$ cat config.mk
export PLATFORM = sky130hd
export DESIGN_NAME = segh_queue
export DESIGN_NICKNAME = d
export VERILOG_FILES = /design/src/rtl/sobel_edge_glow_hsl_defines.svh /design/src/rtl/segh_pkg.sv /design/src/rtl/segh_queue.sv
export SDC_FILE = /design/constraint.sdc
export NUM_CORES = 1
export LEC_CHECK = 0
export ABC_AREA = 1
export ABC_CLOCK_PERIOD_IN_PS = 15270
export BUFFER_PORTS_ARGS = -buffer_cell sky130_fd_sc_hd__buf_2
export CAP_MARGIN = 10
export CORE_MARGIN = 2
export CORE_UTILIZATION = 58
export DETAILED_ROUTE_END_ITERATION = 12
export PLACE_DENSITY = 0.79
export SYNTH_ARGS = -nofsm -noshare
export SYNTH_HDL_FRONTEND = slang
export SYNTH_SLANG_ARGS = --single-unit
$ cat constraint.sdc
create_clock -name clk -period 15.27 [get_ports clk]
set_clock_uncertainty 0.05 [all_clocks]
set_input_delay 4.581 -clock clk [delete_from_list [all_inputs] [get_ports clk]]
set_output_delay 4.581 -clock clk [all_outputs]
set_load 0.005 [all_outputs]
$ cat src/rtl/sobel_edge_glow_hsl_defines.svh
// ----------------------------------------------------------------------------
// Sobel edge glow (HSL) - assertion macros
// Shared concurrent assertion forms, clocked on clk, disabled in reset.
// ----------------------------------------------------------------------------
`ifndef SOBEL_EDGE_GLOW_HSL_DEFINES_SVH
`define SOBEL_EDGE_GLOW_HSL_DEFINES_SVH

// same-cycle implication
`define SEGH_ASSERT_SAME(lbl, ante, cons, msg) \
	lbl: assert property (@(posedge clk) disable iff (!arst_n) (ante) |-> (cons)) \
		else $error(msg);

// next-cycle implication
`define SEGH_ASSERT_NEXT(lbl, ante, cons, msg) \
	lbl: assert property (@(posedge clk) disable iff (!arst_n) (ante) |=> (cons)) \
		else $error(msg);

`endif

$ cat src/rtl/segh_pkg.sv
// ----------------------------------------------------------------------------
// Sobel edge glow (HSL) - package
// Shared constants, types and state encodings.
// ----------------------------------------------------------------------------
package segh_pkg;

	localparam int MAX_WIDTH = 2048;
	localparam int ADDR_W    = $clog2(MAX_WIDTH);
	localparam int COL_W     = ADDR_W;
	localparam int ROW_W     = 12;
	localparam int PEND_W    = 12;

	localparam logic [11:0] WIDTH_MIN    = 12'd3;
	localparam logic [11:0] WIDTH_MAX    = 12'(MAX_WIDTH);
	localparam logic [12:0] HEIGHT_MIN   = 13'd3;
	localparam logic [12:0] HEIGHT_LIMIT = 13'd4096;

	localparam int QDEPTH = 4;
	localparam int QPTR_W = $clog2(QDEPTH);
	localparam int QCNT_W = QPTR_W + 1;

	localparam int DIV_W     = 25;
	localparam int DIVR_W    = 9;
	localparam int DIV_CNT_W = $clog2(DIV_W);

	localparam logic [16:0] Q_ONE        = 17'd65536;
	localparam logic [16:0] Q_THIRD      = 17'd21845;
	localparam logic [16:0] Q_SIXTH      = 17'd10923;
	localparam logic [16:0] Q_HALF       = 17'd32768;
	localparam logic [16:0] Q_TWO_THIRDS = 17'd43691;
	// ceil(2^29 / 45): hue * 65536 / 360 == (hue * HUE_RECIP) >> 16 for hue < 360
	localparam logic [23:0] HUE_RECIP    = 24'd11930465;

	typedef logic [31:0] pixel_t;

	typedef enum logic [2:0] {
		CFG_IMAGE_WIDTH,
		CFG_IMAGE_HEIGHT,
		CFG_THRESHOLD,
		CFG_UP_SCALE,
		CFG_REDUCE_SCALE
	} cfg_idx_t;

	typedef struct packed {
		logic [11:0] image_width;
		logic [12:0] image_height;
		logic [7:0]  threshold_level;
		logic [8:0]  up_scale;
		logic [8:0]  reduce_scale;
	} cfg_t;

	typedef struct packed {
		logic              glow;
		logic              frame_end;
		logic [8:0][31:0]  nb;
	} q_entry_t;

	typedef struct packed {
		logic     push;
		q_entry_t entry;
	} q_wr_t;

	typedef struct packed {
		logic empty;
		logic full;
	} q_st_t;

	typedef struct packed {
		logic              start;
		logic [DIV_W-1:0]  dividend;
		logic [DIVR_W-1:0] divisor;
	} div_req_t;

	typedef struct packed {
		logic             done;
		logic [DIV_W-1:0] quot;
	} div_rsp_t;

	typedef enum logic [2:0] {
		F_IDLE,
		F_RD0,
		F_RD1,
		F_EXEC,
		F_FRD,
		F_FEXEC
	} front_state_t;

	typedef enum logic [3:0] {
		B_IDLE,
		B_SOBEL,
		B_LIGHT,
		B_HSTART,
		B_HWAIT,
		B_SSTART,
		B_SWAIT,
		B_KSTART,
		B_QMUL,
		B_PQ,
		B_CMUL,
		B_CADD,
		B_DONE
	} back_state_t;

endpackage

$ cat src/rtl/segh_queue.sv
// ----------------------------------------------------------------------------
// Sobel edge glow (HSL) - job queue
// Short FIFO of classified jobs between front and back end.
// ----------------------------------------------------------------------------
module segh_queue (
	input  logic              clk,
	input  logic              arst_n,
	input  segh_pkg::q_wr_t    q_wr,
	input  logic              pop,
	output segh_pkg::q_entry_t head,
	output segh_pkg::q_st_t    q_st
);
	import segh_pkg::*;

	q_entry_t          mem_q [QDEPTH];
	logic [QPTR_W-1:0] rd_q, wr_q;
	logic [QCNT_W-1:0] cnt_q;
	logic              do_push, do_pop;

	assign q_st.empty = (cnt_q == '0);
	assign q_st.full  = (cnt_q == QCNT_W'(QDEPTH));
	assign do_push    = q_wr.push && !q_st.full;
	assign do_pop     = pop && !q_st.empty;
	assign head       = mem_q[rd_q];

	always_ff @(posedge clk or negedge arst_n) begin
		if (!arst_n) begin
			rd_q  <= '0;
			wr_q  <= '0;
			cnt_q <= '0;
		end else begin
			if (do_push) begin
				wr_q <= wr_q + QPTR_W'(1);
			end
			if (do_pop) begin
				rd_q <= rd_q + QPTR_W'(1);
			end
			if (do_push && !do_pop) begin
				cnt_q <= cnt_q + QCNT_W'(1);
			end else if (do_pop && !do_push) begin
				cnt_q <= cnt_q - QCNT_W'(1);
			end
		end
	end

	always_ff @(posedge clk) begin
		if (do_push) begin
			mem_q[wr_q] <= q_wr.entry;
		end
	end

endmodule

**Yosys cells after proc, flatten, opt, wreduce, memory -nomap -nowiden**

Memories as Yosys holds them, arrays and structs flattened.
Index checks and enable logic that the tools add are counted.
Widths: inputs -> output; s select.

- Register bits after elaboration: 7
- Latch bits: 0
- Memory bits (writable): 1160
- ROM bits: 0
- Input port bits: 294
- Output and inout port bits: 292
- Word-level logic and storage cells: 23
- Memories: 1

Memory list:

| memory | depth | bits a word | read ports | clocked after Yosys merged registers in | write ports | line | text |
|---|---|---|---|---|---|---|---|
| mem_q | 4 | 290 | 1 | 0 | 1 | segh_queue.sv:15 | `q_entry_t mem_q [QDEPTH];` |

- $add $sub $neg: 4
- $mul: 0
- Divide/modulo/power cells: 0
- Order comparisons: 0
- Eq/ne operators: 1
- Shifts and indexed selects: 0
- Multiplexer cells: 4
- Bitwise gates (word level): 0
- Reductions and logical operators: 10

Operator list:

| cell | count |
|---|---|
| $mux 3 | 2 |
| $add 2x1->2 const B | 2 |
| $logic_and 1x1->1 | 4 |
| $logic_not 1->1 | 4 |
| $add 3x1->3 const B | 1 |
| $eq 3x3->1 const B | 1 |
| $logic_not 3->1 | 1 |
| $sub 3x1->3 const B | 1 |
| $mux 1 | 2 |
| $reduce_bool 2->1 | 1 |

**Longest topological paths before layout**

- Depth after elaboration: 7
- Gate-level depth with buffers: 12
- Gate-level depth less buffers: 12

**Least setup slack after synthesis**

OpenSTA, ideal clock, no wires.

- Kind: input to register
- Start point: input port q_wr[290] (netlist bit)
- End point: memory mem_q[0][0] (netlist bit), enable pin
- Library setup time: 0.948 ns
- Arrival: 16.729 ns
- Required time: 14.272 ns
- Setup slack: -2.458 ns
- Cell stages on the path: 2
- Path buffers: 0
- Cell sequence: nand2_1 > nor2_1

- Longest elaborated chain between the ends: 3

RTL lines:

| what | line | text |
|---|---|---|
| start: declaration | segh_queue.sv:8 | `input segh_pkg::q_wr_t q_wr,` |
| $logic_and 1x1->1 | segh_queue.sv:22 | `assign do_push = q_wr.push && !q_st.full;` |
| $mux 1 | segh_queue.sv:47 | `if (do_push) begin` |
| $mux 1 (implied by the code) | segh_queue.sv:48 | `mem_q[wr_q] <= q_wr.entry;` |
| end: declaration | segh_queue.sv:15 |  |

No other way between the ends.

==> results_dict.tcl <==
set metrics [dict create \
    status "finished clean" \
    tritoncts "built" \
    drt-initial-drc-count 1792 \
    cts.sinks 1167 \
    via_count 27300 \
    synth_top_cell_by_area "edfxtp_1" \
    synth-edff-count 1160 \
    critPathSlowestCell "buf_12" \
    p_sw_uw 3380 \
    synth-async-reset-ratio 0.00600 \
    place.gp.congestion 0.770 \
    synth_cell_types 18 \
    post_cts_buffers 0 \
    setup_viol 0 \
    critPathLaunch "rd_q[0]$_DFFE_PN0P_" \
    netlist_top_cells_count "edfxtp_1 (1160), nand2_1 (888), inv_1 (596)" \
    clk_latency_ns 0.65 \
    path_clk_slew_ns 0.05 \
    grt_max_degree 297 \
    via_per_inst 5.30 \
    holdWs_ns 0.455 \
    r2r_end "mem_q[2][134]$_DFFE_PP_" \
    slew_headroom 0.0484 \
    synth_simple_gate_area_frac 0.0737 \
    synth_mux_area_frac 0 \
    antenna_found_initial 40 \
    rr_worst_depth 7 \
    ys.flop_type "edfxtp_1" \
    p_total_uw 10100 \
    hp-class "flip-flop to flip-flop" \
    portBuffers 585 \
    crit_type "flip-flop to primary output" \
    final_util 0.675 \
    fmax_ghz 0.112 \
    critPathLaunchType "flip-flop" \
    required_ns 10.64 \
    min-delay-start "cnt_q[2]$_DFFE_PN0P_" \
    period_minus_slack_ns 8.89 \
    p_leak_uw 0.0213 \
    wl_per_cell_um 18.3 \
    rsz0062_at_grt "no" \
    synthXorXnorAreaFrac 0.000190 \
    die_area_mm2 0.0816 \
    p_seq_frac 0.432 \
    sw_frac_of_total 0.335 \
    critPathCaptureType "primary output" \
    crit_fanout 296 \
    power_frac_clock 0.254 \
    track_usage 0.226 \
    holdPathStages 2 \
    synthAdderAreaFrac 0.00179 \
    power_frac_comb 0.315 \
    slowest_delay_ns 0.70 \
    synth_cells 3445 \
    drc 0 \
    worstMarginPinSlew_ns 1.43 \
    finalCritPeriodShare 0.582 \
    drv_slew 0 \
    wl_um 94300 \
    crit_chain "inv_8, buf_12, buf_12, nand2_1, o211ai_1, nand2_1, buf_2" \
    synthTopCellsByArea "edfxtp_1 (76%), o211ai_1 (9.5%), nand2_1 (7.2%), inv_1 (4.9%), buf_2 (1.6%)" \
    dieWidth_um 286 \
    dp_hpwl_um 53700 \
    syn_avg_cell_area_um2 13.4 \
    ioPinCount 586 \
    drive_above_1_share 0.186 \
    start_util 0.584 \
    hold_buffers 0 \
    regToRegStartpoint "cnt_q[0]$_DFFE_PN0P_" \
    grt_pass1_vias 25800 \
    synth.top_cell.area_share 0.757 \
    power_density_mw_per_mm2 190 \
    cp_data_arrival_time_ns 4.26 \
    syn_nets 3745 \
    dr.pass1.iters 5 \
    internal-power_uw 6700 \
    htreeDepth 3 \
    num_rows 103 \
    min_to "cnt_q[2]$_DFFE_PN0P_" \
    ir_drop_mv 0.173 \
    regToRegSetupSlack_ns 11.36 \
    layout.nets 4270 \
    synth_compound_area_frac 0.0947 \
    cts_buffers 112 \
    finalHoldViolations 0 \
    ys_seq_area_frac 0.761 \
    drtAntennaViolNets 0 \
    synth.most_common_cell "edfxtp_1" \
    synthToLayoutAreaGrowth_pct 15.5 \
    grt_pass1_wl_um 142000 \
    synth_top_family_by_area "compound AO/OA/AOI/OAI gates" \
    syn_area_mm2 0.0460 \
    yosysWarnings 0 \
    cts_root_buf "clkbuf_16" \
    cts_buffer_depth 3 \
    maxCapViolCount 0 \
    ctsResizeCount 0 \
    grt.overflow.total 0 \
    core_mm2 0.0787 \
    die_y_um 286 \
    yosys_register_bits 1167 \
]
==> per-layer routing <==
layer / up-vias / part of all wire / global-route usage
met2: 761 / 0.51 / 0.390
met1: 13100 / 0.38 / 0.272
met5: - / 0.0015 / 0
met4: 22 / 0.039 / 0.0967
li1: 13200 / - / -
met3: 215 / 0.072 / 0.0545
==> logic make-up (layout without fill, tap and decap cells) <==
kind of cell | count (synthesis) | count (layout)
buf+inv | 790 | 1398
xor+xnor | 1 | 1
simple gates | 900 | 900
flops | 1167 | 1167
fa+ha+maj | 6 | 6
other cells | 0 | 35
compound gates | 581 | 581
==> metrics by stage <==
stage                     setup TNS, ns  cell area [um^2]  std cells  setup WS [ns]
final                                 0             53100       5138           6.38
after global routing                  0             53100       5124           6.01
after CTS                             0             53100       5103           6.34
after detailed placement              0             49600       4906           7.02
after global placement                0             49600       4906           7.19
after floorplan                -2851.12             46000       3445          -2.46
==> power groups by stage <==
stage,clock network [uW],logic (uW),registers [uW]
2_1_floorplan,0,1930,4690
3_3_place_gp,0,3120,4390
3_5_place_dp,0,3190,4420
4_1_cts,2600,3210,4350
5_1_grt,2720,3510,4400
6_report,2550,3170,4350
==> worst max-delay path by stage <==
stage	to	slack, ns	depth (start not counted)
2_1_floorplan	mem_q[0][0]$_DFFE_PP_	-2.46	2
3_3_place_gp	head[145]	7.19	7
3_5_place_dp	head[146]	7.02	7
4_1_cts	head[146]	6.34	7
5_1_grt	head[146]	6.01	7
6_report	head[146]	6.38	7
==> layout make-up <==
type / instances / area, um^2
Clock inverter: 59 / 482
Tap cell: 1050 / 1310
Inverter: 597 / 2260
Clock buffer: 138 / 2920
Antenna cell: 35 / 87.6
Timing Repair Buffer: 604 / 3200
Fill cell: 5258 / 25600
Multi-Input combinational cell: 1488 / 7870
Sequential cell: 1167 / 35000
==> registers in the layout, summed over array words and instances, names as in the netlist <==
name,cells
cnt_q,3
mem_q,1160
rd_q,2
wr_q,2
==> critical path, delay by kind of cell, from the launching register on <==
kind	cells	cell delay [ns]
buffers and inverters	4	2.07
AO/OA/AOI/OAI	1	0.16
AND/OR/NAND/NOR	2	0.31
flip-flops	1	0.45
==> cell usage in the layout, fill, tap and decap left out, drive strengths merged <==
master     n
nand4      1
ha         5
nand2    888
bufinv     6
clkbuf   138
fa         1
dfrtp      7
inv      601
clkinv    49
nand3      7
diode     35
edfxtp  1160
nor2       4
o21ai      1
buf      604
o211ai   580
xnor2      1
No activity file was read; power rests on OpenSTA's default activity.
