$ cat src/rtl/sobel_edge_glow_hsl_defines.svh
// ----------------------------------------------------------------------------
// Sobel edge glow (HSL) - assertion macros
// Shared concurrent assertion forms, clocked on clk, disabled in reset.
// ----------------------------------------------------------------------------
`ifndef SOBEL_EDGE_GLOW_HSL_DEFINES_SVH
`define SOBEL_EDGE_GLOW_HSL_DEFINES_SVH

// same-cycle implication
`define SEGH_ASSERT_SAME(lbl, ante, cons, msg) \
	lbl: assert property (@(posedge clk) disable iff (!arst_n) (ante) |-> (cons)) \
		else $error(msg);

// next-cycle implication
`define SEGH_ASSERT_NEXT(lbl, ante, cons, msg) \
	lbl: assert property (@(posedge clk) disable iff (!arst_n) (ante) |=> (cons)) \
		else $error(msg);

`endif

$ cat src/rtl/segh_pkg.sv
// ----------------------------------------------------------------------------
// Sobel edge glow (HSL) - package
// Shared constants, types and state encodings.
// ----------------------------------------------------------------------------
package segh_pkg;

	localparam int MAX_WIDTH = 2048;
	localparam int ADDR_W    = $clog2(MAX_WIDTH);
	localparam int COL_W     = ADDR_W;
	localparam int ROW_W     = 12;
	localparam int PEND_W    = 12;

	localparam logic [11:0] WIDTH_MIN    = 12'd3;
	localparam logic [11:0] WIDTH_MAX    = 12'(MAX_WIDTH);
	localparam logic [12:0] HEIGHT_MIN   = 13'd3;
	localparam logic [12:0] HEIGHT_LIMIT = 13'd4096;

	localparam int QDEPTH = 4;
	localparam int QPTR_W = $clog2(QDEPTH);
	localparam int QCNT_W = QPTR_W + 1;

	localparam int DIV_W     = 25;
	localparam int DIVR_W    = 9;
	localparam int DIV_CNT_W = $clog2(DIV_W);

	localparam logic [16:0] Q_ONE        = 17'd65536;
	localparam logic [16:0] Q_THIRD      = 17'd21845;
	localparam logic [16:0] Q_SIXTH      = 17'd10923;
	localparam logic [16:0] Q_HALF       = 17'd32768;
	localparam logic [16:0] Q_TWO_THIRDS = 17'd43691;
	// ceil(2^29 / 45): hue * 65536 / 360 == (hue * HUE_RECIP) >> 16 for hue < 360
	localparam logic [23:0] HUE_RECIP    = 24'd11930465;

	typedef logic [31:0] pixel_t;

	typedef enum logic [2:0] {
		CFG_IMAGE_WIDTH,
		CFG_IMAGE_HEIGHT,
		CFG_THRESHOLD,
		CFG_UP_SCALE,
		CFG_REDUCE_SCALE
	} cfg_idx_t;

	typedef struct packed {
		logic [11:0] image_width;
		logic [12:0] image_height;
		logic [7:0]  threshold_level;
		logic [8:0]  up_scale;
		logic [8:0]  reduce_scale;
	} cfg_t;

	typedef struct packed {
		logic              glow;
		logic              frame_end;
		logic [8:0][31:0]  nb;
	} q_entry_t;

	typedef struct packed {
		logic     push;
		q_entry_t entry;
	} q_wr_t;

	typedef struct packed {
		logic empty;
		logic full;
	} q_st_t;

	typedef struct packed {
		logic              start;
		logic [DIV_W-1:0]  dividend;
		logic [DIVR_W-1:0] divisor;
	} div_req_t;

	typedef struct packed {
		logic             done;
		logic [DIV_W-1:0] quot;
	} div_rsp_t;

	typedef enum logic [2:0] {
		F_IDLE,
		F_RD0,
		F_RD1,
		F_EXEC,
		F_FRD,
		F_FEXEC
	} front_state_t;

	typedef enum logic [3:0] {
		B_IDLE,
		B_SOBEL,
		B_LIGHT,
		B_HSTART,
		B_HWAIT,
		B_SSTART,
		B_SWAIT,
		B_KSTART,
		B_QMUL,
		B_PQ,
		B_CMUL,
		B_CADD,
		B_DONE
	} back_state_t;

endpackage

$ cat src/rtl/segh_div.sv
// ----------------------------------------------------------------------------
// Sobel edge glow (HSL) - divider
// Restoring unsigned divider, one quotient bit per cycle.
// ----------------------------------------------------------------------------
module segh_div (
	input  logic              clk,
	input  logic              arst_n,
	input  segh_pkg::div_req_t req,
	output segh_pkg::div_rsp_t rsp
);
	import segh_pkg::*;

	logic                 busy_q, done_q;
	logic [DIV_CNT_W-1:0] cnt_q;
	logic [DIVR_W-1:0]    rem_q, dvs_q;
	logic [DIV_W-1:0]     dq_q;
	logic [DIVR_W:0]      rem_sh, rem_sub;
	logic                 ge;

	assign rem_sh  = {rem_q, dq_q[DIV_W-1]};
	assign ge      = rem_sh >= {1'b0, dvs_q};
	assign rem_sub = rem_sh - {1'b0, dvs_q};

	always_ff @(posedge clk or negedge arst_n) begin
		if (!arst_n) begin
			busy_q <= 1'b0;
			done_q <= 1'b0;
			cnt_q  <= '0;
		end else begin
			done_q <= busy_q && (cnt_q == '0);
			if (req.start) begin
				busy_q <= 1'b1;
				cnt_q  <= DIV_CNT_W'(DIV_W - 1);
			end else if (busy_q) begin
				if (cnt_q == '0) begin
					busy_q <= 1'b0;
				end else begin
					cnt_q <= cnt_q - DIV_CNT_W'(1);
				end
			end
		end
	end

	always_ff @(posedge clk) begin
		if (req.start) begin
			dq_q  <= req.dividend;
			dvs_q <= req.divisor;
			rem_q <= '0;
		end else if (busy_q) begin
			rem_q <= ge ? rem_sub[DIVR_W-1:0] : rem_sh[DIVR_W-1:0];
			dq_q  <= {dq_q[DIV_W-2:0], ge};
		end
	end

	assign rsp.done = done_q;
	assign rsp.quot = dq_q;

endmodule

$ cat config.mk
export PLATFORM = sky130hd
export DESIGN_NAME = segh_div
export DESIGN_NICKNAME = d
export VERILOG_FILES = /design/src/rtl/sobel_edge_glow_hsl_defines.svh /design/src/rtl/segh_pkg.sv /design/src/rtl/segh_div.sv
export SDC_FILE = /design/constraint.sdc
export NUM_CORES = 1
export LEC_CHECK = 0
export BUFFER_PORTS_ARGS = -buffer_cell sky130_fd_sc_hd__buf_2
export CAP_MARGIN = 20
export CORE_AREA = 2 2 81 114
export DETAILED_ROUTE_END_ITERATION = 8
export DIE_AREA = 0 0 83 116
export SLEW_MARGIN = 10
export SYNTH_ARGS = -nofsm -noshare
export SYNTH_HDL_FRONTEND = slang
export SYNTH_SLANG_ARGS = --single-unit
$ cat constraint.sdc
create_clock -name clk -period 3.2 [get_ports clk]
set_input_delay 0.48 -clock clk [delete_from_list [all_inputs] [get_ports clk]]
set_output_delay 0.48 -clock clk [all_outputs]
set_load 0.03 [all_outputs]
## Word-level counts from Yosys, hierarchy flattened

Index checks and enable logic that the tools add are counted.
W data, S select, Z words.

| storage, ports and cells | value |
|---|---|
| input bits | 37 |
| word-level logic and storage cells | 23 |
| output and inout bits | 26 |
| bits in registers | 50 |

| cells by class | value |
|---|---|
| eq/ne operators | 1 |
| $lt $le $gt $ge | 1 |
| reduce and logical (&&, ||, !) cells | 4 |
| multiplexer cells | 9 |
| add/subtract/negate cells | 2 |

Operators by type and width:

| cell | count |
|---|---|
| $mux W25 | 2 |
| $mux W5 | 3 |
| $ge A10 B9 Y1 | 1 |
| $mux W9 | 1 |
| $sub A9 B9 Y9 | 1 |
| $logic_not A5 Y1 | 1 |
| $sub A5 B1 Y5 const B | 1 |
| $mux W1 | 3 |
| $ne A2 B2 Y1 const B | 1 |
| $reduce_and A2 Y1 | 1 |
| $reduce_bool A2 Y1 | 1 |
| $logic_and A1 B1 Y1 | 1 |

## Longest topological paths before layout

Gate-level depths: netlist (run 1).

| depth | value |
|---|---|
| word-level depth | 4 |
| depth in mapped cells | 10 |
| gate-level depth less buffers | 9 |

## Worst setup path after synthesis (run 1)

No wires, ideal clock.

| timing | value |
|---|---|
| path kind | reg-to-reg |
| start | register dq_q[24] |
| end | register dq_q[0], data pin |
| clock period less this slack | 2.432 ns |
| slack | 0.768 ns |
| data required time | 2.932 ns |
| setup time | 0.268 ns |
| arrival time | 2.164 ns |
| path buffers | 1 |
| cell stages (with the launch flop) | 10 |
| cell sequence | edfxtp_1 > inv_1 > ha_1 > inv_1 > fa_1 > a211oi_2 > o21ai_2 > a31oi_4 > buf_4 > o21ai_0 |

| between the ends | value |
|---|---|
| word-level cells in the longest chain between the ends | 3 |

Ends and longest elaborated chain:

| item | RTL line | source |
|---|---|---|
| start: declaration | segh_div.sv:16 | `logic [DIV_W-1:0] dq_q;` |
| start signal: assignment | segh_div.sv:46 | `dq_q <= req.dividend;` |
| start signal: assignment | segh_div.sv:51 | `dq_q <= {dq_q[DIV_W-2:0], ge};` |
| $ge A10 B9 Y1 | segh_div.sv:21 | `assign ge = rem_sh >= {1'b0, dvs_q};` |
| $mux W25 | segh_div.sv:49 | `end else if (busy_q) begin` |
| $mux W25 | segh_div.sv:45 | `if (req.start) begin` |

Every way passes these cells. The select of a mux whose other input is x is not followed.
A chain may end at the register's enable or synchronous reset.

## Worst setup path after layout (run 1)

| timing | value |
|---|---|
| start | register dq_q[24] |
| end | register rem_q[1] |

| between the ends | value |
|---|---|
| word-level cells in the longest chain between the ends | 2 |
| elaborated cells between the ends (all ways) | 3 |
| classes of those cells | 1 x add/sub; 1 x order compare; 1 x mux |

Ends and longest elaborated chain:

| item | RTL line | source |
|---|---|---|
| $sub A9 B9 Y9 or $ge A10 B9 Y1 (tied branches) | segh_div.sv:22, segh_div.sv:21 |  |
| $mux W9 (*) | segh_div.sv:50 | `rem_q <= ge ? rem_sub[DIVR_W-1:0] : rem_sh[DIVR_W-1:0];` |
| end signal: assignment | segh_div.sv:50 |  |
| end: declaration | segh_div.sv:15 | `logic [DIVR_W-1:0] rem_q, dvs_q;` |

Every way passes the cells marked *; elsewhere a longest branch is shown, timed or not.

==> metrics, run 1 <==
outcome finished clean; ANT nets after route 0; clock slew at reported path FFs 70 ps; fillcell total about 840; area of the core 8558 um2; RSZ-0062 raised after global routing false; final cell count without fillers 365; required time of the critical path 3410 ps; Initial Utilization 29.36%; cell leakage power 0.001308 uW; largest net degree at the start of global routing 26; GRT overflow 0; Post-Synthesis Cell Area 2512 um2; setup_tns 0 ps; setup violators final 0; worst vdd ir between 0.3 and 0.4 mV; Inserted Diodes 0; Post-synth EDFFs 34; routed vias 1725; Ports 63; multi-input gate area in the final layout about 1000 um2; chip width 83 um; final wirelength 5.154 mm; DRC Markers 0; max_cap viols 0; main combinational cell family by area after synthesis compound AO/OA/AOI/OAI gates; Synth area leaders edfxtp_1, mux2_2, dfxtp_1; Synth Flop Type edfxtp_1; Async SR Flop Fraction 14.00%; Yosys cell types 43; xor/xnor share of the synthesized area between 2 and 3%; # clock sinks 50; drt first-iter violations between 70 and 80; share of layout cells above drive strength 1 between 30 and 40%; DP Cell Count 357; worst r2r src dq_q[24]; commonest non-fill, non-tap cell in the layout buf_2; fin crit period 2469 ps; die area 9628 um2; Achievable Freq 405.1 MHz; Area growth syn-to-layout 22.66%; Nets 308; Post-Syn Nets 246; Avg Cell Area, Syn ~13 um2; vias in the first global route about 1800; Worst Tran Pin Value approximately 570 ps; GRT Resource Usage Total roughly 11%; CP Capture Type flip-flop; Worst Setup Path Type reg -> reg; period utilization 77.14%; router iterations before antenna repair 4; Max-slew headroom around 62%; port bufs 62; max-slew violation count 0; WL/cell 14.12 um; post-layout util ~36%; RD Place Congestion 0.7377; multiplexer area fraction after synthesis 11.95%; critical path arrival approximately 2700 ps; Seq/Total Area, Yosys between 50% and 60%; post-CTS sizing 0; CTS Buf Count 5; Final Hold Viols 0; Reg area 1376 um2; post-synthesis cell count 197; root buf cell clkbuf_16; post-synth top area cell edfxtp_1; Hold Crit Class in -> async; Synth Area in Simple Gates 7.669%; Die H 116 um; most frequent cells in the layout buf_2, edfxtp_1, mux2_2, inv_1; antenna violations before repair 0; post-synthesis compound-gate area fraction 12.35%; critical path launch point dq_q[24]; vias per inst 4.726; DP HPWL 3.877 mm; CTS max path bufs 2; Std-Cell Rows 40; crit-path max FO 14; Post-CTS Setup Bufs 0; Yosys top cell area share 40.64%; post-synthesis adder-cell area fraction 6.275%; htree depth 2; synth warn 0; CP Launch Type flip-flop; first-pass GRT wire length 8.452 mm; clk_skew 8.369 ps; TritonCTS clock tree built; FF+latch count, synth 50; Pwr Density 744.1 nW/um2; # hold bufs at CTS 0; clk_lat worst skew 290 ps
-- logic make-up after synthesis --
family	Yosys count
AO/OA/AOI/OAI	36
XOR/XNOR	8
adder cells (fa/ha/maj)	12
buffers and inverters	24
flip-flops	50
multiplexers	27
AND/OR/NAND/NOR	40
-- layer usage --
| layer | vias to the layer above | track usage (%) | share of wire (%) |
|---|---|---|---|
| met4 | 0 | 6.557 | 2.8 |
| li1 | 856 | - | - |
| met1 | 804 | 12.85 | 43 |
| met5 | - | 0 | 0 |
| met2 | 55 | 19.14 | 50 |
| met3 | 10 | 2.707 | 4.1 |
-- layout make-up --
type,instances,share of cell area (%)
Tap cell,105,4.263
Sequential cell,50,44.66
Clock buffer,7,4.994
Inverter,15,1.827
Timing Repair Buffer,64,10.56
Multi-Input combinational cell,123,33.46
Clock inverter,1,0.2436
-- final timing paths --
path,to,slack [ps],cells past startpoint
min reg2reg,rem_q[8],470,2
min,cnt_q[0],8,1
max in group asynchronous,cnt_q[3],3040,1
min in group clk,dvs_q[5],360,1
max reg2reg,rem_q[1],730,9
max,rem_q[1],730,9
-- cells in the mapped netlist (all sizes together), types with 2 or more instances --
cell type / instances
a211oi: 5
a21oi: 4
a32oi: 3
buf: 4
clkbuf: 5
dfrtp: 7
dfxtp: 9
edfxtp: 34
ha: 11
inv: 15
mux2: 24
mux2i: 3
nand2: 11
nand2b: 2
nand3: 6
nor2: 10
nor2b: 3
o211ai: 2
o21ai: 7
o21bai: 3
o311ai: 3
o31ai: 4
xnor2: 3
xor2: 5
-- worst max-delay path: stages, from the launching register on --
cell      delay, ps
edfxtp_1        420
inv_1            80
ha_1            180
inv_1            60
fa_1            400
a211oi_2        320
o21ai_2         140
a31oi_4         420
mux2i_1         130
a211oi_1        230
-- stage by stage --
step / instance area (um2) / hold WS (ps) / worst slack [ps] / total power, uW
6_report: 3082 / 7.673 / 731.4 / 2293
3_5_place_dp: 2920 / 327.0 / 708.1 / 1745
4_1_cts: 3082 / 7.949 / 713.6 / 2325
2_1_floorplan: 2512 / 184.4 / 767.8 / 1572
3_3_place_gp: 2920 / 322.3 / 806.1 / 1724
5_1_grt: 3082 / 9.754 / 488.8 / 2445
-- state kept, by name (all words and copies together) (netlist names) --
name,cells
done_q,1
cnt_q,5
rem_q,9
dq_q,25
busy_q,1
dvs_q,9
-- power by group --
part / switching, uW / leakage, uW / internal, uW
sequential: 88.1 / 0.000508 / 816
combinational: 476 / 0.000725 / 342
clock: 233 / 0.0000753 / 338
Power figures use the tool's default switching activity.
==> run 2: changes to the inputs <==
Settings changed: ABC_AREA from default to 1, CORE_AREA 2 2 81 114 to 2 2 82 116, DIE_AREA 0 0 83 116 to 0 0 84 118.
Clock period 3.2 ns to 2.6 ns, I/O delays scaled along.
==> run 2 against run 1 <==
Net effect: sequential cell count stayed put; die area is 2.9% higher; cell count is 32% higher; core utilization is 0.18 points higher; maximum frequency is 19% higher; largest power group unchanged.
==> metrics, run 2 <==
RD Place Congestion 0.8686 (+18%); most instantiated cells after synthesis nand2_1, inv_1, edfxtp_1; multiplexer area fraction after synthesis 0% (-12 points); Yosys top cell area share 39.06% (-1.6 points); max FFs per register 25 (unchanged); Synth Area in Simple Gates 29.82% (+22 points); DRC Markers 0 (unchanged); CP max-delay cell fa_1; Ports 63 (unchanged); setup_tns 0 ps (unchanged); clk_skew 4.543 ps (-3.826 ps); slack of the worst reg-to-reg path 530 ps (-200 ps); Synth area leaders edfxtp_1, nand2_1, dfxtp_1; GRT overflow 0 (unchanged); synth warn 0 (unchanged); Max stage delay on crit path 420 ps (about the same); xor/xnor share of the synthesized area 1.005% (-1.8 points); TritonCTS clock tree built; setup violators final 0 (unchanged); DP HPWL 4.540 mm (+17%); htree depth 2 (unchanged); area of the core 8875 um2 (+3.7%); ANT nets after route 0 (unchanged); Top reg by flops dq_q; Hold Crit Class in -> reg; hold wc startpoint req[3]; die area 9912 um2 (+2.9%); Initial Utilization 29.45% (+0.095 points); CTS max path bufs 2 (unchanged); post-synthesis compound-gate area fraction 3.016% (-9.3 points); Post-Syn Nets 357 (+45%); # clock sinks 50 (unchanged); post-CTS sizing 0 (unchanged); share of layout cells above drive strength 1 22.46% (-16 points); max_cap viols 0 (unchanged); Nets 422 (+37%); CP Depth 11 (+2); CP Launch Type flip-flop; Area growth syn-to-layout 22.88%; Worst Tran Pin Value 545.4 ps (-23.29 ps); crit-path max FO 12 (-2); antenna violations before repair 0 (unchanged); FF+latch count, synth 50 (unchanged); vias per inst 4.528 (-4.2%); root buf cell clkbuf_16; final cell count without fillers 481 (+32%); CTS Buf Count 5 (unchanged); worst vdd ir 0.3976 mV (+26%); Async SR Flop Fraction 14.00% (unchanged); vias in the first global route 2225 (+25%); Seq/Total Area, Yosys 52.66% (-2.1 points); Worst Hold Path EP dvs_q[3]; fin crit period 2066 ps (-402.6 ps); DP Cell Count 472 (+32%); Pwr Density 847.6 nW/um2 (+14%); Max-slew headroom 63.60% (+1.7 points); worst r2r src dq_q[24]; worst hold slack 270.0 ps (+262.3 ps); first-pass GRT wire length 10.18 mm (+20%); largest net degree at the start of global routing 31 (+19%); chip width 84 um (+1.2%); commonest non-fill, non-tap cell in the layout nand2_1; CP top delay family simple AND/OR/NAND/NOR gates; Post-synth EDFFs 34 (unchanged); Critical R2R Capture rem_q[5]; Std-Cell Rows 41 (+2.5%); Post-Synthesis Cell Area 2614 um2 (+4.0%); Post-CTS Setup Bufs 0 (unchanged); main combinational cell family by area after synthesis simple AND/OR/NAND/NOR gates; final wirelength 5.893 mm (+14%); CP Capture Type flip-flop; post-synthesis adder-cell area fraction 6.032% (-0.24 points); period utilization 79.46% (+2.3 points); Achievable Freq 484.0 MHz (+19%); cell with the most instances after synthesis nand2_1; Final Hold Viols 0 (unchanged); clk_lat worst skew 290 ps (about the same); port bufs 62 (unchanged); clock slew at reported path FFs 70 ps (about the same); most frequent cells in the layout nand2_1, buf_2, inv_1, edfxtp_1, nand3_1; Yosys cell types 25 (-42%); max-slew violation count 0 (unchanged); post-synthesis cell count 308 (+56%); worst hold path cell count 1; WL/cell 12.25 um (-13%); required time of the critical path 2830 ps (-580 ps); Die H 118 um (+1.7%); Worst Setup Path Type reg -> reg; drt first-iter violations 72 (-1.4%); critical path launch point dq_q[24]; worst reg2reg path depth 11 (+2); critical path cell sequence inv_1 > ha_1 > inv_1 > fa_1 > nand2_1 > nand3_2 > nand2_2 > nand2_2 > nand3_1 > nand3_1 > nand2_1; Inserted Diodes 0 (unchanged); RSZ-0062 raised after global routing false; cell leakage power 0.001653 uW (+26%); Synth Flop Type edfxtp_1; routed vias 2178 (+26%); router iterations before antenna repair 4 (unchanged); critical path arrival 2300 ps (-380 ps); fillcell total 948 (+14%); post-synth top area cell edfxtp_1; GRT Resource Usage Total 12.77% (+1.6 points); Avg Cell Area, Syn 8.486 um2 (-33%); outcome finished clean; Regs by FF count dq_q x25, dvs_q x9, rem_q x9; worst path bufs/invs 2 (unchanged)
[run 2: layout make-up]
type                       count  area (um2)  area share [%]
inverter                      38       142.6           4.441
tap                          107       133.9           4.168
clock inverter                 2       37.54           1.169
multi-input combinational    211        1042           32.45
clock buffer                   6       128.9           4.012
timing repair buffer          67       350.3           10.91
sequential                    50        1376           42.85
[run 2: how the worst max path moves through the flow]
| stage | end | slack [ps] |
|---|---|---|
| CTS | rem_q[5] | 530 |
| detailed placement | rem_q[5] | 550 |
| global placement | rem_q[3] | 640 |
| global route | rem_q[5] | 310 |
| floorplan | dq_q[0] | 610 |
| finish | rem_q[5] | 530 |
[run 2: cell families (layout without fill, tap and decap cells)]
kind of cell,Yosys count,after routing
AO/OA/AOI/OAI,15,15
flip-flops,50,50
buffers and inverters,47,113
XOR/XNOR,3,3
adder cells (fa/ha/maj),12,12
AND/OR/NAND/NOR,181,181
[run 2: repair_timing]
item                       in CTS  in global routing
hold buffers                    1                  0
hold endpoints to repair        7                  0
setup endpoints to repair       0                  0
[run 2: power breakdown]
part | internal (uW) | total [uW] | leakage, uW | switching [uW]
Clock | 454 | 740 | 0.0000771 | 285
Sequential | 980 | 1060 | 0.000517 | 82.0
Combinational | 339 | 921 | 0.00106 | 581
[run 2: worst register-to-register path, stage by stage (launching register included)]
cell and delay (ps):
edfxtp_1 380, inv_1 100, ha_1 150, inv_1 70, fa_1 420, nand2_1 130, nand3_2 90, nand2_2 220
nand2_2 180, nand3_1 130, nand3_1 70, nand2_1 80
[run 2: stage by stage]
stage | total power, uW | worst slack (ps) | cell area [um2] | utilization (%)
2_1_floorplan | 1778 | 606.2 | 2614 | -
3_3_place_gp | 1993 | 640.4 | 3035 | 34.20
3_5_place_dp | 1997 | 547.1 | 3035 | 34.20
4_1_cts | 2757 | 532.5 | 3212 | 36.19
5_1_grt | 2918 | 312.5 | 3212 | 36.19
6_report | 2722 | 534.0 | 3212 | 36.19
[run 2: routing by layer]
layer / vias up / GRT usage (%) / wire [um]
met5: - / 0 / 0
met4: 0 / 7.964 / 256
met3: 16 / 2.244 / 212
met2: 57 / 22.15 / 2925
met1: 989 / 14.29 / 2499
li1: 1116 / - / -
