===== src/rtl/sobel_edge_glow_hsl_defines.svh =====
// ----------------------------------------------------------------------------
// Sobel edge glow (HSL) - assertion macros
// Shared concurrent assertion forms, clocked on clk, disabled in reset.
// ----------------------------------------------------------------------------
`ifndef SOBEL_EDGE_GLOW_HSL_DEFINES_SVH
`define SOBEL_EDGE_GLOW_HSL_DEFINES_SVH

// same-cycle implication
`define SEGH_ASSERT_SAME(lbl, ante, cons, msg) \
	lbl: assert property (@(posedge clk) disable iff (!arst_n) (ante) |-> (cons)) \
		else $error(msg);

// next-cycle implication
`define SEGH_ASSERT_NEXT(lbl, ante, cons, msg) \
	lbl: assert property (@(posedge clk) disable iff (!arst_n) (ante) |=> (cons)) \
		else $error(msg);

`endif


===== src/rtl/segh_pkg.sv =====
// ----------------------------------------------------------------------------
// Sobel edge glow (HSL) - package
// Shared constants, types and state encodings.
// ----------------------------------------------------------------------------
package segh_pkg;

	localparam int MAX_WIDTH = 2048;
	localparam int ADDR_W    = $clog2(MAX_WIDTH);
	localparam int COL_W     = ADDR_W;
	localparam int ROW_W     = 12;
	localparam int PEND_W    = 12;

	localparam logic [11:0] WIDTH_MIN    = 12'd3;
	localparam logic [11:0] WIDTH_MAX    = 12'(MAX_WIDTH);
	localparam logic [12:0] HEIGHT_MIN   = 13'd3;
	localparam logic [12:0] HEIGHT_LIMIT = 13'd4096;

	localparam int QDEPTH = 4;
	localparam int QPTR_W = $clog2(QDEPTH);
	localparam int QCNT_W = QPTR_W + 1;

	localparam int DIV_W     = 25;
	localparam int DIVR_W    = 9;
	localparam int DIV_CNT_W = $clog2(DIV_W);

	localparam logic [16:0] Q_ONE        = 17'd65536;
	localparam logic [16:0] Q_THIRD      = 17'd21845;
	localparam logic [16:0] Q_SIXTH      = 17'd10923;
	localparam logic [16:0] Q_HALF       = 17'd32768;
	localparam logic [16:0] Q_TWO_THIRDS = 17'd43691;
	// ceil(2^29 / 45): hue * 65536 / 360 == (hue * HUE_RECIP) >> 16 for hue < 360
	localparam logic [23:0] HUE_RECIP    = 24'd11930465;

	typedef logic [31:0] pixel_t;

	typedef enum logic [2:0] {
		CFG_IMAGE_WIDTH,
		CFG_IMAGE_HEIGHT,
		CFG_THRESHOLD,
		CFG_UP_SCALE,
		CFG_REDUCE_SCALE
	} cfg_idx_t;

	typedef struct packed {
		logic [11:0] image_width;
		logic [12:0] image_height;
		logic [7:0]  threshold_level;
		logic [8:0]  up_scale;
		logic [8:0]  reduce_scale;
	} cfg_t;

	typedef struct packed {
		logic              glow;
		logic              frame_end;
		logic [8:0][31:0]  nb;
	} q_entry_t;

	typedef struct packed {
		logic     push;
		q_entry_t entry;
	} q_wr_t;

	typedef struct packed {
		logic empty;
		logic full;
	} q_st_t;

	typedef struct packed {
		logic              start;
		logic [DIV_W-1:0]  dividend;
		logic [DIVR_W-1:0] divisor;
	} div_req_t;

	typedef struct packed {
		logic             done;
		logic [DIV_W-1:0] quot;
	} div_rsp_t;

	typedef enum logic [2:0] {
		F_IDLE,
		F_RD0,
		F_RD1,
		F_EXEC,
		F_FRD,
		F_FEXEC
	} front_state_t;

	typedef enum logic [3:0] {
		B_IDLE,
		B_SOBEL,
		B_LIGHT,
		B_HSTART,
		B_HWAIT,
		B_SSTART,
		B_SWAIT,
		B_KSTART,
		B_QMUL,
		B_PQ,
		B_CMUL,
		B_CADD,
		B_DONE
	} back_state_t;

endpackage


===== src/rtl/segh_back.sv =====
// ----------------------------------------------------------------------------
// Sobel edge glow (HSL) - back end
// Sobel magnitude, lightness update and HSL rebuild for glow jobs, one job at a time,
// into the result register.
// ----------------------------------------------------------------------------
module segh_back (
	input  logic              clk,
	input  logic              arst_n,
	input  segh_pkg::cfg_t     cfg,
	input  segh_pkg::q_entry_t head,
	input  segh_pkg::q_st_t    q_st,
	output logic              q_pop,
	output segh_pkg::div_req_t div_req,
	input  segh_pkg::div_rsp_t div_rsp,
	input  logic              pop,
	output logic              res_valid,
	output segh_pkg::pixel_t   res_px,
	output logic              res_fe
);
	import segh_pkg::*;

	function automatic logic [7:0] sobel_mag(input logic [7:0] a0, input logic [7:0] a1,
		input logic [7:0] a2, input logic [7:0] a3, input logic [7:0] a5,
		input logic [7:0] a6, input logic [7:0] a7, input logic [7:0] a8);
		logic [11:0] gx, gy, ax, ay, m;
		gx = {4'd0, a0} + {3'd0, a1, 1'b0} + {4'd0, a2}
			- {4'd0, a6} - {3'd0, a7, 1'b0} - {4'd0, a8};
		gy = {4'd0, a2} + {3'd0, a5, 1'b0} + {4'd0, a8}
			- {4'd0, a0} - {3'd0, a3, 1'b0} - {4'd0, a6};
		ax = gx[11] ? -gx : gx;
		ay = gy[11] ? -gy : gy;
		m  = ax + ay;
		return (m > 12'd255) ? 8'd255 : m[7:0];
	endfunction

	back_state_t state_q, state_d;

	q_entry_t         job_q;
	logic [2:0][7:0]  e_q;
	logic [7:0]       mx_q, d_q;
	logic [8:0]       sum_q;
	logic [7:0]       nl_q;
	logic [8:0]       hue_q;
	logic [16:0]      s16_q, hk_q, l16_q;
	logic [34:0]      prod_q;
	logic [18:0]      qv_q, pv_q;
	logic [2:0][16:0] t_q;
	logic [1:0]       ch_q;
	logic [1:0]       reg_q;
	logic [35:0]      prod2_q;
	logic [2:0][7:0]  byte_q;
	pixel_t           fin_px_q;
	logic             fin_fe_q;
	logic             res_valid_q, res_fe_q;
	pixel_t           res_px_q;

	logic [7:0]  cr, cg, cb;
	logic [7:0]  emax, emin, el;
	logic [8:0]  el_sum;
	logic [8:0]  rs;
	logic        is_glow, is_red;
	logic [8:0]  mul_a, mul_b;
	logic [17:0] mul_p;
	logic [18:0] nl_glow;
	logic [19:0] hue_num;
	logic [8:0]  s_div;
	logic [32:0] hk_prod;
	logic [18:0] q_d, p_d, two_l;
	logic [17:0] tr_sum;
	logic [16:0] tr, tb, t_cur, fac;
	logic [38:0] six;
	logic [23:0] v;
	logic [31:0] v255;
	logic [7:0]  vb;
	logic        load_res;

	assign cr = job_q.nb[4][7:0];
	assign cg = job_q.nb[4][15:8];
	assign cb = job_q.nb[4][23:16];

	always_comb begin
		emax = e_q[0];
		emin = e_q[0];
		for (int i = 1; i < 3; i++) begin
			if (e_q[i] > emax) begin
				emax = e_q[i];
			end
			if (e_q[i] < emin) begin
				emin = e_q[i];
			end
		end
		el_sum  = {1'b0, emax} + {1'b0, emin};
		el      = el_sum[8:1];
		rs      = (cfg.reduce_scale > 9'd256) ? 9'd256 : cfg.reduce_scale;
		is_glow = el > cfg.threshold_level;
		is_red  = cfg.reduce_scale != '0;
		mul_a   = is_glow ? {el, 1'b0} : sum_q;
		mul_b   = is_glow ? cfg.up_scale : (9'd256 - rs);
		mul_p   = mul_a * mul_b;
		nl_glow = {1'b0, mul_p} + {2'b0, sum_q, 8'd0};

		if (mx_q == cr) begin
			if (cg >= cb) begin
				hue_num = 20'd60 * ({12'd0, cg} - {12'd0, cb});
			end else begin
				hue_num = 20'd360 * {12'd0, d_q} - 20'd60 * ({12'd0, cb} - {12'd0, cg});
			end
		end else if (mx_q == cg) begin
			hue_num = 20'd120 * {12'd0, d_q} + 20'd60 * {12'd0, cb} - 20'd60 * {12'd0, cr};
		end else begin
			hue_num = 20'd240 * {12'd0, d_q} + 20'd60 * {12'd0, cr} - 20'd60 * {12'd0, cg};
		end
		s_div   = (sum_q <= 9'd255) ? sum_q : (9'd510 - sum_q);
		hk_prod = {24'd0, hue_q} * {9'd0, HUE_RECIP};

		if (l16_q < Q_HALF) begin
			q_d = prod_q[34:16];
		end else begin
			q_d = {2'b0, l16_q} + {2'b0, s16_q} - prod_q[34:16];
		end
		two_l = {1'b0, l16_q, 1'b0};
		p_d   = (two_l > q_d) ? (two_l - q_d) : '0;
		if (p_d > q_d) begin
			p_d = q_d;
		end
		tr_sum = {1'b0, hk_q} + {1'b0, Q_THIRD};
		tr     = (tr_sum > {1'b0, Q_ONE}) ? 17'(tr_sum - {1'b0, Q_ONE}) : tr_sum[16:0];
		tb     = (hk_q >= Q_THIRD) ? (hk_q - Q_THIRD) : (hk_q + Q_ONE - Q_THIRD);

		t_cur = t_q[ch_q];
		fac   = (t_cur < Q_SIXTH) ? t_cur : (Q_TWO_THIRDS - t_cur);
		six   = {1'b0, prod2_q, 2'b0} + {2'b0, prod2_q, 1'b0};
		case (reg_q)
			2'd0, 2'd2: v = {5'd0, pv_q} + six[38:16] ;
			2'd1:       v = {5'd0, qv_q};
			default:    v = {5'd0, pv_q};
		endcase
		v255 = {v, 8'd0} - {8'd0, v};
		vb   = (v255[31:16] > 16'd255) ? 8'd255 : v255[23:16];
	end

	assign load_res = (state_q == B_DONE) && (!res_valid_q || pop);

	always_ff @(posedge clk or negedge arst_n) begin
		if (!arst_n) begin
			state_q <= B_IDLE;
		end else begin
			state_q <= state_d;
		end
	end

	always_comb begin
		state_d          = state_q;
		q_pop            = 1'b0;
		div_req.start    = 1'b0;
		div_req.dividend = {5'd0, hue_num};
		div_req.divisor  = {1'b0, d_q};
		case (state_q)
			B_IDLE: begin
				if (!q_st.empty) begin
					q_pop   = 1'b1;
					state_d = head.glow ? B_SOBEL : B_DONE;
				end
			end
			B_SOBEL: state_d = B_LIGHT;
			B_LIGHT: state_d = (is_glow || is_red) ? B_HSTART : B_DONE;
			B_HSTART: begin
				if (d_q == '0) begin
					state_d = B_KSTART;
				end else begin
					div_req.start = 1'b1;
					state_d       = B_HWAIT;
				end
			end
			B_HWAIT: state_d = div_rsp.done ? B_SSTART : B_HWAIT;
			B_SSTART: begin
				div_req.start    = 1'b1;
				div_req.dividend = {1'b0, d_q, 16'd0};
				div_req.divisor  = s_div;
				state_d          = B_SWAIT;
			end
			B_SWAIT: state_d = div_rsp.done ? B_KSTART : B_SWAIT;
			B_KSTART: state_d = B_QMUL;
			B_QMUL:  state_d = B_PQ;
			B_PQ:    state_d = B_CMUL;
			B_CMUL:  state_d = B_CADD;
			B_CADD:  state_d = (ch_q == 2'd2) ? B_DONE : B_CMUL;
			B_DONE: begin
				if (load_res) begin
					state_d = B_IDLE;
				end
			end
			default: state_d = B_IDLE;
		endcase
	end

	always_ff @(posedge clk) begin
		case (state_q)
			B_IDLE: begin
				job_q    <= head;
				fin_px_q <= head.nb[4];
				fin_fe_q <= head.frame_end;
			end
			B_SOBEL: begin
				for (int i = 0; i < 3; i++) begin
					e_q[i] <= sobel_mag(job_q.nb[0][8*i +: 8], job_q.nb[1][8*i +: 8],
						job_q.nb[2][8*i +: 8], job_q.nb[3][8*i +: 8],
						job_q.nb[5][8*i +: 8], job_q.nb[6][8*i +: 8],
						job_q.nb[7][8*i +: 8], job_q.nb[8][8*i +: 8]);
				end
				mx_q  <= (cr >= cg) ? ((cr >= cb) ? cr : cb) : ((cg >= cb) ? cg : cb);
			end
			B_LIGHT: begin
				if (is_glow) begin
					nl_q <= (nl_glow[18:9] > 10'd255) ? 8'd255 : nl_glow[16:9];
				end else begin
					nl_q <= mul_p[16:9];
				end
			end
			B_HSTART: begin
				l16_q <= {1'b0, nl_q, 8'd0} + {9'd0, nl_q} + {16'd0, (nl_q == 8'd255)};
				hue_q <= '0;
				s16_q <= '0;
			end
			B_HWAIT: begin
				if (div_rsp.done) begin
					hue_q <= div_rsp.quot[8:0];
				end
			end
			B_SWAIT: begin
				if (div_rsp.done) begin
					s16_q <= div_rsp.quot[16:0];
				end
			end
			B_KSTART: begin
				hk_q <= hk_prod[32:16];
			end
			B_QMUL: begin
				prod_q <= l16_q * ((l16_q < Q_HALF) ? ({1'b0, Q_ONE} + {1'b0, s16_q})
					: {1'b0, s16_q});
			end
			B_PQ: begin
				qv_q <= q_d;
				pv_q <= p_d;
				t_q  <= {tb, hk_q, tr};
				ch_q <= 2'd0;
			end
			B_CMUL: begin
				prod2_q <= (qv_q - pv_q) * fac;
				if (t_cur < Q_SIXTH) begin
					reg_q <= 2'd0;
				end else if (t_cur < Q_HALF) begin
					reg_q <= 2'd1;
				end else if (t_cur < Q_TWO_THIRDS) begin
					reg_q <= 2'd2;
				end else begin
					reg_q <= 2'd3;
				end
			end
			B_CADD: begin
				byte_q[ch_q] <= vb;
				ch_q         <= ch_q + 2'd1;
				if (ch_q == 2'd2) begin
					fin_px_q <= {job_q.nb[4][31:24], vb, byte_q[1], byte_q[0]};
				end
			end
			default: begin
			end
		endcase
		if (state_q == B_SOBEL) begin
			sum_q <= {1'b0, ((cr >= cg) ? ((cr >= cb) ? cr : cb) : ((cg >= cb) ? cg : cb))}
				+ {1'b0, ((cr <= cg) ? ((cr <= cb) ? cr : cb) : ((cg <= cb) ? cg : cb))};
			d_q   <= ((cr >= cg) ? ((cr >= cb) ? cr : cb) : ((cg >= cb) ? cg : cb))
				- ((cr <= cg) ? ((cr <= cb) ? cr : cb) : ((cg <= cb) ? cg : cb));
		end
		if (load_res) begin
			res_px_q <= fin_px_q;
			res_fe_q <= fin_fe_q;
		end
	end

	always_ff @(posedge clk or negedge arst_n) begin
		if (!arst_n) begin
			res_valid_q <= 1'b0;
		end else if (load_res) begin
			res_valid_q <= 1'b1;
		end else if (pop) begin
			res_valid_q <= 1'b0;
		end
	end

	assign res_valid = res_valid_q;
	assign res_px    = res_px_q;
	assign res_fe    = res_fe_q;

endmodule


===== config.mk =====
export PLATFORM = sky130hd
export DESIGN_NAME = segh_back
export DESIGN_NICKNAME = d
export VERILOG_FILES = /design/src/rtl/sobel_edge_glow_hsl_defines.svh /design/src/rtl/segh_pkg.sv /design/src/rtl/segh_back.sv
export SDC_FILE = /design/constraint.sdc
export NUM_CORES = 2
export LEC_CHECK = 0
export ABC_CLOCK_PERIOD_IN_PS = 31300
export BUFFER_PORTS_ARGS = -buffer_cell sky130_fd_sc_hd__buf_2
export CORE_AREA = 4 4 372 374
export DETAILED_ROUTE_END_ITERATION = 8
export DIE_AREA = 0 0 376 378
export GPL_TIMING_DRIVEN = 0
export PLACE_DENSITY = 0.73
export SYNTH_ARGS = -nofsm -noshare
export SYNTH_HDL_FRONTEND = slang
export SYNTH_SLANG_ARGS = --single-unit

===== constraint.sdc =====
create_clock -name clk -period 31.3 [get_ports clk]
set_input_delay 6.26 -clock clk [delete_from_list [all_inputs] [get_ports clk]]
set_output_delay 6.26 -clock clk [all_outputs]
set_load 0.05 [all_outputs]

# After elaboration in Yosys (flattened, before gate mapping)
# Cells that the tools add are included.
# totals
reg_bits,600
input_bits,372
out_inout_bits,70
word_cells,255
# classes
n_addsub,69
n_mul,12
magnitude_cmp,28
eq_ne,23
n_mux,64
reduce_logical,20
# op_table
op,count
$mux 8,14
$mux 17,5
$mux 12,6
$neg 12->12,6
$sub 11x8->12,6
$sub 12x8->12,6
$sub 12x9->12,6
$add 10x8->11,6
$pmux 32 s2,1
$add 8x9->10,6
$mul 4x8->12 const A,5
$mux 20,3
$mux 19,3
$pmux 4 s13,1
$lt 17x16->1 const B,3
$pmux 24 s2,1
$mux 9,5
$mul 4x20->18 const A,2
$add 38x37->39,1
$sub 18x19->19,2
$add 12x12->12,3
$gt 12x8->1 const B,3
$mul 20x18->36,1
$mul 17x18->35,1
74 further kinds,120

# Depth between registers and ports, before layout
# depth
depth_word,12
depth_mapped,66
ltp_nobuf,62

# Worst setup path before layout
# Ideal clock, no wire load.
# synth_path
path_type,input to register
startpoint,input cfg[24] in the netlist's numbering
endpoint,register nl_q[1] (data pin)
setup_ns,0.257
t_arrival_ns,13.293
required_time_ns,31.043
slack_ns,17.750
path_stages,34
n_path_buf,1
cell_sequence,inv_1 -> ha_1 -> a21o_1 -> a21oi_1 -> o2111ai_1 -> nand2_1 -> buf_1 -> mux2i_1 -> nor2_1 -> fa_1 -> fa_1 -> inv_1 -> fa_1 -> inv_1 -> fa_1 -> ha_1 -> nand4b_1 -> nor3_1 -> nand3_1 -> o31ai_1 -> o21a_1 -> nor2_1 -> ha_1 -> inv_1 -> nor2_1 -> o21ai_0 -> nand2b_1 -> a21o_1 -> a21o_1 -> a31oi_1 -> nand3_1 -> nor4_1 -> mux2i_1 -> o22a_1
# synth_via
elab_chain_len,7
word_cells_on_any_way,8
classes_between,1 x add/sub; 1 x mul; 2 x order compare; 4 x mux
# synth_rtl
element,line_no,source
from (decl),segh_back.sv:9,"input segh_pkg::cfg_t cfg,"
$gt 8x8->1 *,segh_back.sv:95,is_glow = el > cfg.threshold_level;
"$mux 9, on equally long branches","segh_back.sv:97, segh_back.sv:98",
$mul 9x9->18,segh_back.sv:99,mul_p = mul_a * mul_b;
$add 18x17->19,segh_back.sv:100,"nl_glow = {1'b0, mul_p} + {2'b0, sum_q, 8'd0};"
$gt 10x8->1,segh_back.sv:215,nl_q <= (nl_glow[18:9] > 10'd255) ? 8'd255 : nl_glow[16:9];
$mux 8,segh_back.sv:215,
$mux 8 *,segh_back.sv:214,if (is_glow) begin
to (signal assigned),segh_back.sv:215,
to (signal assigned),segh_back.sv:217,nl_q <= mul_p[16:9];
to (decl),segh_back.sv:42,logic [7:0] nl_q;
# Every way passes the cells marked *; elsewhere a longest branch is shown, timed or not.
# A chain may end at the register's enable or synchronous reset.

# Worst setup path after layout
# layout_path
startpoint,input cfg[24] in the netlist's numbering
endpoint,register nl_q[0] (data pin)
# Same word-level chain as after synthesis.

==> impl_metrics.ini <==
[cells_and_area]
multiInputGateArea_sq_mm = 0.0504
instances_no_fill = 9758
area_growth_pct = 8.78
final_nets = 10100
fin_area_sq_mm = 0.0802
fillers = 11300
drive_gt1_frac = 0.0741
regArea_sq_mm = 0.0172

[setup_path]
worst-path-buf-inv = 5
slowest_delay_ps = 720
worstPathRequired_ps = 31780
crit_slowest_cell = mux2i_1
critical-path-top-delay-family = adder cells
worst-path-stages = 31
critPathMaxFanout = 10
cp-start-kind = primary input
cp-end-kind = register
path_common_cell = fa_1
r2r_cells = 57
worstPathArrival_ps = 15200
critPathKind = in -> reg

[synthesis]
synth_seq_cells = 574
synthFlopType = edfxtp_1
ys_warn_count = 0
synth_largest_area_cell = fa_1
synth_cells = 7499
synth-edff-count = 569
async_flop_share = 0.00871
syn_avg_cell_area_sq_um = 9.84
netlist_area_sq_mm = 0.0738
synth_cell_types = 99
synth.area.top_cells = fa_1 26%, edfxtp_1 23%, ha_1 14%
synth_top_area_frac = 0.263
yosysSeqAreaShare = 0.233

[floorplan]
fp-row-count = 135
io_pins = 442
dieArea_sq_mm = 0.142
core_sq_mm = 0.135
start_util = 0.546
dieWidth_um = 376
die_h_um = 378

[placed_design]
port-buffer-count = 340
place_area_sq_mm = 0.0780
dp_cells = 9635
dpl.hpwl_um = 150000
gp_congestion = 0.952
pre_cts_slack_ps = 15970

[clocking]
cts.sinks = 574
cts_tree = done
htreeDepth = 3
cts_buffers = 67
hold_buffers = 0
cts_root_buffer = clkbuf_16
insertion_delay_ps = 700
cts_max_path_buffers = 3
ctsResizeCount = 0
clkTransAtPathRegs_ps = 60
cts_setup_buffers = 0

[grt]
overflow = 0
grt_pass1_vias = 55300
antenna_found_initial = 6
grt_max_degree = 144
grtUsageTotal = 0.256
grt_pass1_wl_um = 289000

[timing]
drv_slew = 0
setup_violations = 0
fin_crit_ps = 14720
max_freq_mhz = 67.9
setup_ws_ps = 16580
skew_ps = 43.3
setup_tns_ps = 0
relSlewSlack = 0.0880
worst_slew_pin_slew_ps = 1360
min_period_over_period = 0.470
finalHoldViolations = 0
rsz0062_at_grt = no

[routing]
first_iter_violations = 3429
via_per_inst = 5.45
ant_nets = 0
firstDrtPassIters = 6
vias = 53200
wirelength_um = 179000
avgRoutedWirePerCell_um = 18.4
drc = 0

[worst_hold_path]
hold_path.class = reg -> reg
min_path_cells = 0

[flow_run]
max-cap-violations = 0

[outcome]
outcome = finished, final reports clean
-- metrics by stage --
stage           util  hold slack, ps
5_1_grt        0.594             412
6_report       0.594             404
3_5_place_dp   0.578             405
2_1_floorplan      -             400
3_3_place_gp   0.576             400
4_1_cts        0.594             410
-- layout make-up --
| class | count | share of cell area |
|---|---|---|
| Inverter | 1450 | 0.0679 |
| Tap cell | 1781 | 0.0278 |
| Multi-Input combinational cell | 5299 | 0.629 |
| Timing Repair Buffer | 353 | 0.0240 |
| Clock inverter | 40 | 0.00661 |
| Buffer | 178 | 0.00898 |
| Antenna cell | 5 | 0.000156 |
| Sequential cell | 574 | 0.215 |
| Clock buffer | 78 | 0.0214 |
-- kinds of logic after synthesis --
family | synth area share
adder cells (fa/ha/maj) | 0.401
XOR/XNOR | 0.0544
AO/OA/AOI/OAI | 0.0951
buffers and inverters | 0.0836
other | 0.0000508
flip-flops | 0.233
multiplexers | 0.0201
AND/OR/NAND/NOR | 0.113
-- synth_stat cells (25+ instances only) --
library cell,instances
and3_1,34
ha_1,811
nor3_1,109
clkbuf_1,145
inv_1,1446
and2_1,82
mux2i_1,84
o21ai_0,188
xnor2_1,318
a211oi_1,32
nand2b_1,83
fa_1,970
nor2b_1,93
or3_1,28
nand2_1,618
o21bai_1,103
nor4_1,25
a21oi_1,339
nor2_1,590
xor2_1,140
a31oi_1,35
mux2_2,55
edfxtp_1,569
nand4_1,30
o21a_1,94
nand3_1,68
or2_2,27
a21o_1,108
-- final timing paths --
check                                   from         end  slack (ps)
worst max-delay path                 cfg[24]     nl_q[0]       16580
worst min-delay path            fin_px_q[26]  res_px[26]         400
worst max register to register        e_q[1]     nl_q[0]       16920
worst min register to register  fin_px_q[26]  res_px[26]         400
max in group asynchronous             arst_n  state_q[3]       25630
min in group asynchronous             arst_n   res_valid        5450
-- layer usage --
metal | share of wire | GRT usage | up-vias
met4 | 0.041 | 0.0943 | 4
met2 | 0.48 | 0.433 | 1803
met5 | 0.00021 | 0 | -
met1 | 0.41 | 0.338 | 25900
met3 | 0.068 | 0.0371 | 374
li1 | - | - | 25200
-- layout by cell type (no fill, tap or decap), drive strengths merged, types with 29 or more instances in the layout --
cell type	instances
nand4	30
nor2b	93
or3	29
xnor2	318
ha	811
a211oi	35
nor2	590
xor2	140
a21o	108
edfxtp	569
nand2b	83
mux2	57
a31oi	36
clkinv	31
nor3	111
and2	82
o21ai	203
clkbuf	223
and3	35
fa	970
o21bai	103
nand3	68
mux2i	84
inv	1449
o21a	94
a21oi	341
nand2	618
buf	386
-- flip-flops by register name, indices dropped and copies added (netlist names), 24 cells and up --
name	count
e_q	24
fin_px_q	32
job_q	200
prod2_q	36
res_px	32
t_q	50
Power is left out: the tool's default activity adds up to more than one toggle a clock period on the data nets, which glitch-free logic cannot reach.
